`src/sv/amg_pkg.sv`:
```
// Shared types, constants and helpers for the adjacency matrix graph store.
// No dependencies; used by every module of the block.
package amg_pkg;

    localparam int MAX_VERTICES_DEF = 32;
    localparam int ROW_W            = 32;
    localparam int CNT_W            = 6;
    localparam int SRC_W            = 6;
    localparam int IDX_W            = 5;
    localparam int CMD_W            = 3;
    localparam int ST_W             = 3;

    typedef enum logic [CMD_W-1:0] {
        CMD_START    = 3'd0,
        CMD_LOAD_ROW = 3'd1,
        CMD_INS_VTX  = 3'd2,
        CMD_INS_EDGE = 3'd3,
        CMD_DEL_VTX  = 3'd4,
        CMD_DEL_EDGE = 3'd5,
        CMD_PRINT    = 3'd6
    } t_cmd;

    typedef enum logic [ST_W-1:0] {
        ST_OK           = 3'd0,
        ST_FULL         = 3'd1,
        ST_BAD_PAIR     = 3'd2,
        ST_VTX_MISSING  = 3'd3,
        ST_EDGE_MISSING = 3'd4
    } t_status;

    typedef enum logic [2:0] {
        S_IDLE,
        S_EXEC,
        S_EDGE,
        S_DELV,
        S_DDRAIN,
        S_PRINT,
        S_RESP
    } t_state;

    typedef enum logic [1:0] {
        ROP_MASK,
        ROP_SET,
        ROP_CLR,
        ROP_COMPACT
    } t_rowop;

    typedef struct packed {
        logic [CMD_W-1:0] command;
        logic [SRC_W-1:0] src;
        logic [SRC_W-1:0] dest;
        logic [ROW_W-1:0] row_bits;
        logic [CNT_W-1:0] vertex_count;
    } t_in_item;

    typedef struct packed {
        logic [ST_W-1:0]  status;
        logic [CNT_W-1:0] count_now;
        logic [IDX_W-1:0] row_index;
        logic [ROW_W-1:0] row_out;
        logic             last;
    } t_out_item;

    typedef struct packed {
        logic rd_en;
        logic wr_en;
        logic clr_all;
        logic clr_one;
    } t_mem_ctl;

    function automatic logic [ROW_W-1:0] live_mask(input logic [CNT_W-1:0] count);
        logic [ROW_W:0] wide;
        wide = ((ROW_W+1)'(1) << count) - (ROW_W+1)'(1);
        if (count >= CNT_W'(ROW_W)) begin
            return '1;
        end
        return wide[ROW_W-1:0];
    endfunction

endpackage

```
`src/sv/amg_rowalu.sv`:
```
// Shared row unit: load masking, single-bit set/clear and column compaction.
// Depends on amg_pkg.
module amg_rowalu #(
    parameter int AW = 5
) (
    input  amg_pkg::t_rowop                 i_op,
    input  logic [amg_pkg::ROW_W-1:0]       i_row,
    input  logic [AW-1:0]                   i_pos,
    input  logic [amg_pkg::CNT_W-1:0]       i_count,
    output logic [amg_pkg::ROW_W-1:0]       o_row,
    output logic                            o_hit
);

    logic [amg_pkg::ROW_W-1:0] w_bit;
    logic [AW:0]               w_pos_p1;

    assign w_bit    = amg_pkg::ROW_W'(1) << i_pos;
    assign w_pos_p1 = {1'b0, i_pos} + (AW+1)'(1);
    assign o_hit    = |(i_row & w_bit);

    always_comb begin
        case (i_op)
            amg_pkg::ROP_MASK:    o_row = i_row & amg_pkg::live_mask(i_count);
            amg_pkg::ROP_SET:     o_row = i_row | w_bit;
            amg_pkg::ROP_CLR:     o_row = i_row & ~w_bit;
            amg_pkg::ROP_COMPACT: o_row = (i_row & (w_bit - amg_pkg::ROW_W'(1)))
                                        | ((i_row >> w_pos_p1) << i_pos);
            default:              o_row = i_row;
        endcase
    end

endmodule

```
`src/sv/amg_mem.sv`:
```
// Row store of the matrix with per-row valid bits and a registered read port.
// Depends on amg_pkg.
module amg_mem #(
    parameter int DEPTH = 32,
    parameter int AW    = 5
) (
    input  logic                        i_clk,
    input  logic                        i_rst_n,
    input  amg_pkg::t_mem_ctl           i_ctl,
    input  logic [AW-1:0]               i_raddr,
    input  logic [AW-1:0]               i_waddr,
    input  logic [amg_pkg::ROW_W-1:0]   i_wdata,
    input  logic [AW-1:0]               i_cidx,
    output logic [amg_pkg::ROW_W-1:0]   o_rd_row
);

    logic [amg_pkg::ROW_W-1:0] r_mem [DEPTH];
    logic [DEPTH-1:0]          r_vld;
    logic [amg_pkg::ROW_W-1:0] r_rdata;
    logic                      r_rvld;

    always_ff @(posedge i_clk) begin
        if (i_ctl.wr_en) begin
            r_mem[i_waddr] <= i_wdata;
        end
        if (i_ctl.rd_en) begin
            r_rdata <= r_mem[i_raddr];
            r_rvld  <= r_vld[i_raddr];
        end
    end

    // invalid rows read as zero
    always_ff @(posedge i_clk) begin
        if (!i_rst_n) begin
            r_vld <= '0;
        end else if (i_ctl.clr_all) begin
            r_vld <= '0;
        end else begin
            if (i_ctl.wr_en) begin
                r_vld[i_waddr] <= 1'b1;
            end
            if (i_ctl.clr_one) begin
                r_vld[i_cidx] <= 1'b0;
            end
        end
    end

    assign o_rd_row = r_rvld ? r_rdata : '0;

endmodule

```
`src/sv/adjacency_matrix_graph_store.sv`:
```
// Adjacency matrix graph store: directed graph of up to min(MAX_VERTICES, 32)
// vertices held as one 32-bit row per vertex in a row memory with one read and
// one write port and per-row valid bits, so reset and start clear the matrix at
// once (no clearing pass). One command is taken at a time; the input stalls
// until its last result is registered. Start, load row, insert vertex and
// unknown codes go from execute straight to the result; insert/delete edge
// read, then modify-write one row. Delete vertex: the shared row unit compacts
// one row per cycle as the memory streams rows past it. Print gives one row per
// cycle from the memory read port while the output is not stalled.
// Depends on amg_pkg, amg_mem and amg_rowalu.
module adjacency_matrix_graph_store #(
    parameter int MAX_VERTICES = amg_pkg::MAX_VERTICES_DEF
) (
    input  logic                i_clk,
    input  logic                i_rst_n,
    input  logic                i_valid,
    output logic                o_stall,
    input  amg_pkg::t_in_item   i_item,
    output logic                o_valid,
    input  logic                i_stall,
    output amg_pkg::t_out_item  o_item
);

    localparam int CAP = (MAX_VERTICES < amg_pkg::ROW_W) ? MAX_VERTICES : amg_pkg::ROW_W;
    localparam int AW  = $clog2(CAP);
    localparam logic [amg_pkg::CNT_W-1:0] CAP_C = amg_pkg::CNT_W'(CAP);

    amg_pkg::t_state            r_state, n_state;
    amg_pkg::t_in_item          r_in;
    logic [amg_pkg::CNT_W-1:0]  r_count, n_count;
    logic [amg_pkg::ST_W-1:0]   r_status, n_status;
    logic [AW-1:0]              r_idx, n_idx;
    logic [AW-1:0]              r_k, n_k;
    logic [AW-1:0]              r_widx, n_widx;
    logic                       r_wpend, n_wpend;
    logic                       r_ovld, n_ovld;
    amg_pkg::t_out_item         r_out, n_out;

    amg_pkg::t_mem_ctl          w_mc;
    logic [AW-1:0]              w_raddr, w_waddr, w_cidx;
    logic [amg_pkg::ROW_W-1:0]  w_rd_row, w_alu_a, w_alu_y;
    amg_pkg::t_rowop            w_op;
    logic [AW-1:0]              w_pos;
    logic                       w_hit;

    logic                       w_ofree;
    logic                       w_src_ok, w_dst_ok;
    logic [AW-1:0]              w_s_idx, w_d_idx, w_last, w_cnt_idx;

    assign w_ofree   = !r_ovld || !i_stall;
    assign w_src_ok  = (r_in.src != '0) && (r_in.src <= r_count);
    assign w_dst_ok  = (r_in.dest != '0) && (r_in.dest <= r_count);
    assign w_s_idx   = AW'(r_in.src - amg_pkg::SRC_W'(1));
    assign w_d_idx   = AW'(r_in.dest - amg_pkg::SRC_W'(1));
    assign w_last    = AW'(r_count - amg_pkg::CNT_W'(1));
    assign w_cnt_idx = AW'(r_count);

    assign o_stall = (r_state != amg_pkg::S_IDLE);
    assign o_valid = r_ovld;
    assign o_item  = r_out;

    amg_mem #(
        .DEPTH (CAP),
        .AW    (AW)
    ) u_mem (
        .i_clk    (i_clk),
        .i_rst_n  (i_rst_n),
        .i_ctl    (w_mc),
        .i_raddr  (w_raddr),
        .i_waddr  (w_waddr),
        .i_wdata  (w_alu_y),
        .i_cidx   (w_cidx),
        .o_rd_row (w_rd_row)
    );

    amg_rowalu #(
        .AW (AW)
    ) u_alu (
        .i_op    (w_op),
        .i_row   (w_alu_a),
        .i_pos   (w_pos),
        .i_count (r_count),
        .o_row   (w_alu_y),
        .o_hit   (w_hit)
    );

    always_comb begin
        n_state = r_state;
        case (r_state)
            amg_pkg::S_IDLE: begin
                if (i_valid) begin
                    n_state = amg_pkg::S_EXEC;
                end
            end
            amg_pkg::S_EXEC: begin
                case (r_in.command)
                    amg_pkg::CMD_INS_EDGE, amg_pkg::CMD_DEL_EDGE: begin
                        n_state = (w_src_ok && w_dst_ok) ? amg_pkg::S_EDGE : amg_pkg::S_RESP;
                    end
                    amg_pkg::CMD_DEL_VTX: begin
                        n_state = w_src_ok ? amg_pkg::S_DELV : amg_pkg::S_RESP;
                    end
                    amg_pkg::CMD_PRINT: begin
                        n_state = (r_count != '0) ? amg_pkg::S_PRINT : amg_pkg::S_RESP;
                    end
                    default: n_state = amg_pkg::S_RESP;
                endcase
            end
            amg_pkg::S_EDGE:   n_state = amg_pkg::S_RESP;
            amg_pkg::S_DELV: begin
                if (r_idx == w_last) begin
                    n_state = amg_pkg::S_DDRAIN;
                end
            end
            amg_pkg::S_DDRAIN: n_state = amg_pkg::S_RESP;
            amg_pkg::S_PRINT: begin
                if (w_ofree && (r_idx == w_last)) begin
                    n_state = amg_pkg::S_IDLE;
                end
            end
            amg_pkg::S_RESP: begin
                if (w_ofree) begin
                    n_state = amg_pkg::S_IDLE;
                end
            end
            default: n_state = amg_pkg::S_IDLE;
        endcase
    end

    always_comb begin
        n_count  = r_count;
        n_status = r_status;
        n_idx    = r_idx;
        n_k      = r_k;
        n_wpend  = 1'b0;
        n_widx   = r_widx;
        n_ovld   = r_ovld && i_stall;
        n_out    = r_out;
        w_mc     = '0;
        w_raddr  = r_idx;
        w_waddr  = r_widx;
        w_cidx   = w_last;
        w_op     = amg_pkg::ROP_COMPACT;
        w_alu_a  = w_rd_row;
        w_pos    = r_k;

        // compacted row from the previous delete-vertex read
        if (r_wpend) begin
            w_mc.wr_en = 1'b1;
        end

        case (r_state)
            amg_pkg::S_IDLE: begin
                n_status = amg_pkg::ST_OK;
            end
            amg_pkg::S_EXEC: begin
                case (r_in.command)
                    amg_pkg::CMD_START: begin
                        w_mc.clr_all = 1'b1;
                        if (r_in.vertex_count > CAP_C) begin
                            n_count  = CAP_C;
                            n_status = amg_pkg::ST_FULL;
                        end else begin
                            n_count = r_in.vertex_count;
                        end
                    end
                    amg_pkg::CMD_LOAD_ROW: begin
                        if (w_src_ok) begin
                            w_mc.wr_en = 1'b1;
                            w_waddr    = w_s_idx;
                            w_op       = amg_pkg::ROP_MASK;
                            w_alu_a    = r_in.row_bits;
                        end else begin
                            n_status = amg_pkg::ST_VTX_MISSING;
                        end
                    end
                    amg_pkg::CMD_INS_VTX: begin
                        if (r_count < CAP_C) begin
                            w_mc.clr_one = 1'b1;
                            w_cidx       = w_cnt_idx;
                            n_count      = r_count + amg_pkg::CNT_W'(1);
                        end else begin
                            n_status = amg_pkg::ST_FULL;
                        end
                    end
                    amg_pkg::CMD_INS_EDGE, amg_pkg::CMD_DEL_EDGE: begin
                        if (w_src_ok && w_dst_ok) begin
                            w_mc.rd_en = 1'b1;
                            w_raddr    = w_s_idx;
                        end else begin
                            n_status = amg_pkg::ST_BAD_PAIR;
                        end
                    end
                    amg_pkg::CMD_DEL_VTX: begin
                        if (w_src_ok) begin
                            n_idx = '0;
                            n_k   = w_s_idx;
                        end else begin
                            n_status = amg_pkg::ST_VTX_MISSING;
                        end
                    end
                    amg_pkg::CMD_PRINT: begin
                        if (r_count != '0) begin
                            w_mc.rd_en = 1'b1;
                            w_raddr    = '0;
                            n_idx      = '0;
                        end
                    end
                    default: ;
                endcase
            end
            amg_pkg::S_EDGE: begin
                w_pos   = w_d_idx;
                w_alu_a = w_rd_row;
                w_waddr = w_s_idx;
                if (r_in.command == amg_pkg::CMD_INS_EDGE) begin
                    w_op       = amg_pkg::ROP_SET;
                    w_mc.wr_en = 1'b1;
                end else if (w_hit) begin
                    w_op       = amg_pkg::ROP_CLR;
                    w_mc.wr_en = 1'b1;
                end else begin
                    n_status = amg_pkg::ST_EDGE_MISSING;
                end
            end
            amg_pkg::S_DELV: begin
                if (r_idx == w_last) begin
                    w_mc.clr_one = 1'b1;
                    w_cidx       = w_last;
                end else begin
                    w_mc.rd_en = 1'b1;
                    w_raddr    = (r_idx >= r_k) ? (r_idx + AW'(1)) : r_idx;
                    n_wpend    = 1'b1;
                    n_widx     = r_idx;
                    n_idx      = r_idx + AW'(1);
                end
            end
            amg_pkg::S_DDRAIN: begin
                n_count = r_count - amg_pkg::CNT_W'(1);
            end
            amg_pkg::S_PRINT: begin
                if (w_ofree) begin
                    n_ovld          = 1'b1;
                    n_out.status    = amg_pkg::ST_OK;
                    n_out.count_now = r_count;
                    n_out.row_index = amg_pkg::IDX_W'(r_idx);
                    n_out.row_out   = w_rd_row;
                    n_out.last      = (r_idx == w_last);
                    if (r_idx != w_last) begin
                        w_mc.rd_en = 1'b1;
                        w_raddr    = r_idx + AW'(1);
                        n_idx      = r_idx + AW'(1);
                    end
                end
            end
            amg_pkg::S_RESP: begin
                if (w_ofree) begin
                    n_ovld          = 1'b1;
                    n_out.status    = r_status;
                    n_out.count_now = r_count;
                    n_out.row_index = '0;
                    n_out.row_out   = '0;
                    n_out.last      = 1'b1;
                end
            end
            default: ;
        endcase
    end

    always_ff @(posedge i_clk) begin
        if (!i_rst_n) begin
            r_state <= amg_pkg::S_IDLE;
            r_count <= '0;
            r_wpend <= 1'b0;
            r_ovld  <= 1'b0;
        end else begin
            r_state <= n_state;
            r_count <= n_count;
            r_wpend <= n_wpend;
            r_ovld  <= n_ovld;
        end
    end

    always_ff @(posedge i_clk) begin
        if (r_state == amg_pkg::S_IDLE && i_valid) begin
            r_in <= i_item;
        end
        r_status <= n_status;
        r_idx    <= n_idx;
        r_k      <= n_k;
        r_widx   <= n_widx;
        r_out    <= n_out;
    end

`ifndef SYNTHESIS
    a_count_cap: assert property (@(posedge i_clk) disable iff (!i_rst_n)
        r_count <= CAP_C)
        else $error("vertex count above capacity");

    a_wpend_state: assert property (@(posedge i_clk) disable iff (!i_rst_n)
        r_wpend |-> (r_state == amg_pkg::S_DELV || r_state == amg_pkg::S_DDRAIN))
        else $error("compaction write outside delete vertex");

    a_delv_count: assert property (@(posedge i_clk) disable iff (!i_rst_n)
        (r_state == amg_pkg::S_DDRAIN) |=> (r_count == $past(r_count) - amg_pkg::CNT_W'(1)))
        else $error("delete vertex did not drop the count by one");

    a_print_idx: assert property (@(posedge i_clk) disable iff (!i_rst_n)
        (r_ovld && !r_out.last) |->
            (({1'b0, r_out.row_index} + amg_pkg::CNT_W'(1)) < r_out.count_now))
        else $error("non-final print row beyond vertex count");
`endif

endmodule

```
`config.mk`:
```
export PLATFORM = sky130hd
export DESIGN_NAME = adjacency_matrix_graph_store
export DESIGN_NICKNAME = d
export VERILOG_FILES = /design/src/sv/amg_pkg.sv /design/src/sv/amg_rowalu.sv /design/src/sv/amg_mem.sv /design/src/sv/adjacency_matrix_graph_store.sv
export SDC_FILE = /design/constraint.sdc
export NUM_CORES = 2
export LEC_CHECK = 0
export BUFFER_PORTS_ARGS = -buffer_cell sky130_fd_sc_hd__clkbuf_2
export CAP_MARGIN = 40
export CORE_MARGIN = 4
export CORE_UTILIZATION = 50
export CTS_BUF_LIST = sky130_fd_sc_hd__clkbuf_2 sky130_fd_sc_hd__clkbuf_4 sky130_fd_sc_hd__clkbuf_8
export CTS_CLUSTER_DIAMETER = 40
export CTS_CLUSTER_SIZE = 25
export DETAILED_ROUTE_END_ITERATION = 12
export PLACE_DENSITY = 0.68
export SYNTH_ARGS = -nofsm -noshare
export SYNTH_HDL_FRONTEND = slang
export SYNTH_SLANG_ARGS = --single-unit
```
`constraint.sdc`:
```
create_clock -name i_clk -period 13.4 [get_ports i_clk]
set_input_delay 3.35 -clock i_clk [delete_from_list [all_inputs] [get_ports i_clk]]
set_output_delay 3.35 -clock i_clk [all_outputs]
set_load 0.01 [all_outputs]
```
==> results.cfg <==
[status]
status = complete, no violations

[pwr]
power_density_mw_per_mm2 = 239
vdd_drop_max_mv = 0.194
power_uw = 15300
leakage_uw = 0.0216

[worst_setup_path]
cp-start-kind = flip-flop
cp_max_fo = 57
reg2reg_slack_ns = 5.22
cp_cell_sequence = buf_4 -> or3b_4 -> buf_4 -> inv_4 -> o21a_2 -> buf_4 -> mux2i_1 -> o22ai_1 -> a22oi_1 -> o41ai_1 -> nor3_2 -> nand2_1 -> a221oi_2 -> o22ai_1 -> a211oi_1 -> o22ai_4 -> buf_16
max_stage_delay_ns = 0.85
critical-path-slowest-cell = a221oi_2
worstPathRequired_ns = 14.03
cpMostUsedCell = buf_4
critical_path.endpoint_type = flip-flop
critical_path.top_delay_family = compound AO/OA/AOI/OAI gates
crit_arrival_ns = 8.81
crit_type = reg2reg
critPathBufInv = 5

[detailed_routing]
dr_total_vias = 45602
first_iter_violations = 7116
vias_per_cell = 6.76
routedWlPerCell_um = 32.4
drt_wl_total_um = 219000
ant_nets = 0
drc = 0
drtPass1Iterations = 6

[synthesis]
synth_cell_type_count = 108
synth_edf_count = 1175
syn_inst = 5020
netlist_top_cells_area = edfxtp_1, nand2_1, nand3_1
synth_area_mm2 = 0.0576
synth_top_cell_by_area = edfxtp_1
synth_top_area_share = 0.613
ys_seq_area_frac = 0.627
synth_flop_cell = edfxtp_1
ys_warn_count = 0
synth_seq_cells = 1218
synth_area_per_cell_um2 = 11.5
synth_nets = 5108
async_flop_share = 0

[flow_run]
drv_cap = 0

[global_routing]
grt_pass1_vias = 41949
antenna_found_initial = 5
grt_max_degree = 155
overflow = 0
grt_use_total = 0.353
grt_first_pass_wirelength_um = 309000

[cells_and_area]
final_net_count = 5200
drive_gt1_frac = 0.151
area_growth_pct = 11.1

[floorplanning]
rows = 124
start_util = 0.504
core_mm2 = 0.114
die_w_um = 347
pin_count = 106
dieArea_mm2 = 0.121
dieHeight_um = 347

[timing]
skew_ns = 0.0629
finalSetupTns_ns = 0
finalCriticalPeriod_ns = 8.18
setup_viol = 0
max_freq_mhz = 122
max_slew.worst_pin.slew_ns = 1.11
maxSlewHeadroom = 0.263
rsz0062_at_grt = no
fin_ws_ns = 5.22
drv_slew = 0
hold_viol = 0
post-route-period-util = 0.610

[clocking]
cts_resized = 0
cts_root_buf = clkbuf_8
cts.sinks = 1218
cts_max_level = 4
cts_max_path_buffers = 3
cts_tree = done
hold_buffers = 0
cts_made_buffers = 139
clkTransAtPathRegs_ns = 0.08
post_cts_buffers = 0
insertion_delay_ns = 0.93

[placed_design]
gp_congestion = 1.08
numPortBuffers = 105
pre_cts_slack_ns = 5.73
dpl.hpwl_um = 138000

[hold_path]
hp-class = reg2reg
-- area by class of cell --
type                    instances  area [um^2]
multi-input cells            3413        20400
repair buffers                305         2260
diodes                          5         12.5
flip-flops and latches       1218        36100
well taps                    1512         1890
clock inverters               109         1190
clock buffers                 146         1980
fillers                      9527        50300
inverters                      35          134
-- synth_stat cells (27+ instances only) --
master / n
o22ai_1: 85
dfxtp_1: 43
o21ai_0: 141
a211oi_1: 157
and3_1: 47
nor3_1: 86
inv_1: 31
a21oi_1: 314
a32oi_1: 42
nand2_1: 917
o211ai_1: 53
edfxtp_1: 1175
ha_1: 31
nand3_1: 399
mux2_2: 81
clkbuf_1: 264
and2_1: 69
and4_1: 32
a31oi_1: 77
nor2_1: 238
nand4_1: 28
mux2i_1: 137
buf_2: 49
nor4_1: 46
xnor2_1: 27
a21o_1: 32
-- flip-flops by register name (all words and copies together), names as in the netlist --
signal         count
u_mem.r_mem     1024
r_in              53
o_item            47
u_mem.r_rdata     32
u_mem.r_vld       32
r_count            6
r_idx              5
r_k                5
r_widx             5
r_state            3
r_status           3
o_valid            1
r_wpend            1
u_mem.r_rvld       1
-- layout by cell type, fill, tap and decap left out, types with 15 or more instances in the layout --
cell,Yosys,layout
edfxtp_1,1175,1175
nand2_1,917,912
nand3_1,399,395
a21oi_1,314,309
nor2_1,238,204
buf_4,10,171
a211oi_1,157,154
clkbuf_8,0,141
mux2i_1,137,137
o21ai_0,141,137
clkbuf_2,0,105
nor3_1,86,81
mux2_2,81,81
o22ai_1,85,80
a31oi_1,77,76
and2_1,69,68
o211ai_1,53,53
and3_1,47,46
nor4_1,46,43
dfxtp_1,43,43
a32oi_1,42,42
nor2_4,1,35
and4_1,32,32
inv_1,31,31
ha_1,31,31
a21o_1,32,30
nand4_1,28,28
xnor2_1,27,27
a22oi_1,24,24
o21a_1,25,24
inv_6,0,21
inv_8,0,21
nor2b_1,20,20
o31ai_1,19,19
or3_1,16,15
clkinv_4,0,15
-- stage by stage --
stage	std cells	util	instance area, um^2	hold WS, ns
detailed placement	6481	0.532	60800	0.452
CTS	6736	0.559	64000	0.468
global placement	6447	0.528	60400	0.443
global route	6739	0.560	64000	0.487
finish	6743	0.560	64000	0.471
floorplan	5020	-	57600	0.406
-- per-layer routing --
layer | global-route usage | part of all wire
met5 | 0 | 0.000059
met4 | 0.185 | 0.062
met3 | 0.0895 | 0.12
met2 | 0.524 | 0.44
met1 | 0.481 | 0.38
-- power breakdown --
part	internal, uW	switching (uW)
clock network	1270	1570
registers	5180	154
logic	1920	5210
total	8370	6940
-- final timing paths --
path | start | endpoint | cells after the start
worst max-delay path | r_state[1] | u_mem.r_mem[9][26] | 17
worst min-delay path | u_mem.r_vld[21] | u_mem.r_vld[21] | 1
worst min register to register | u_mem.r_vld[21] | u_mem.r_vld[21] | 1
worst max register to register | r_state[1] | u_mem.r_mem[9][26] | 17
-- cells by family after synthesis --
family | count (synthesis) | share of synthesized area
adder cells (fa/ha/maj) | 31 | 0.00673
buffers and inverters | 389 | 0.0282
AO/OA/AOI/OAI | 1158 | 0.133
flip-flops | 1218 | 0.627
AND/OR/NAND/NOR | 1963 | 0.157
multiplexers | 224 | 0.0414
XOR/XNOR | 37 | 0.00586
Power figures use the tool's default switching activity.
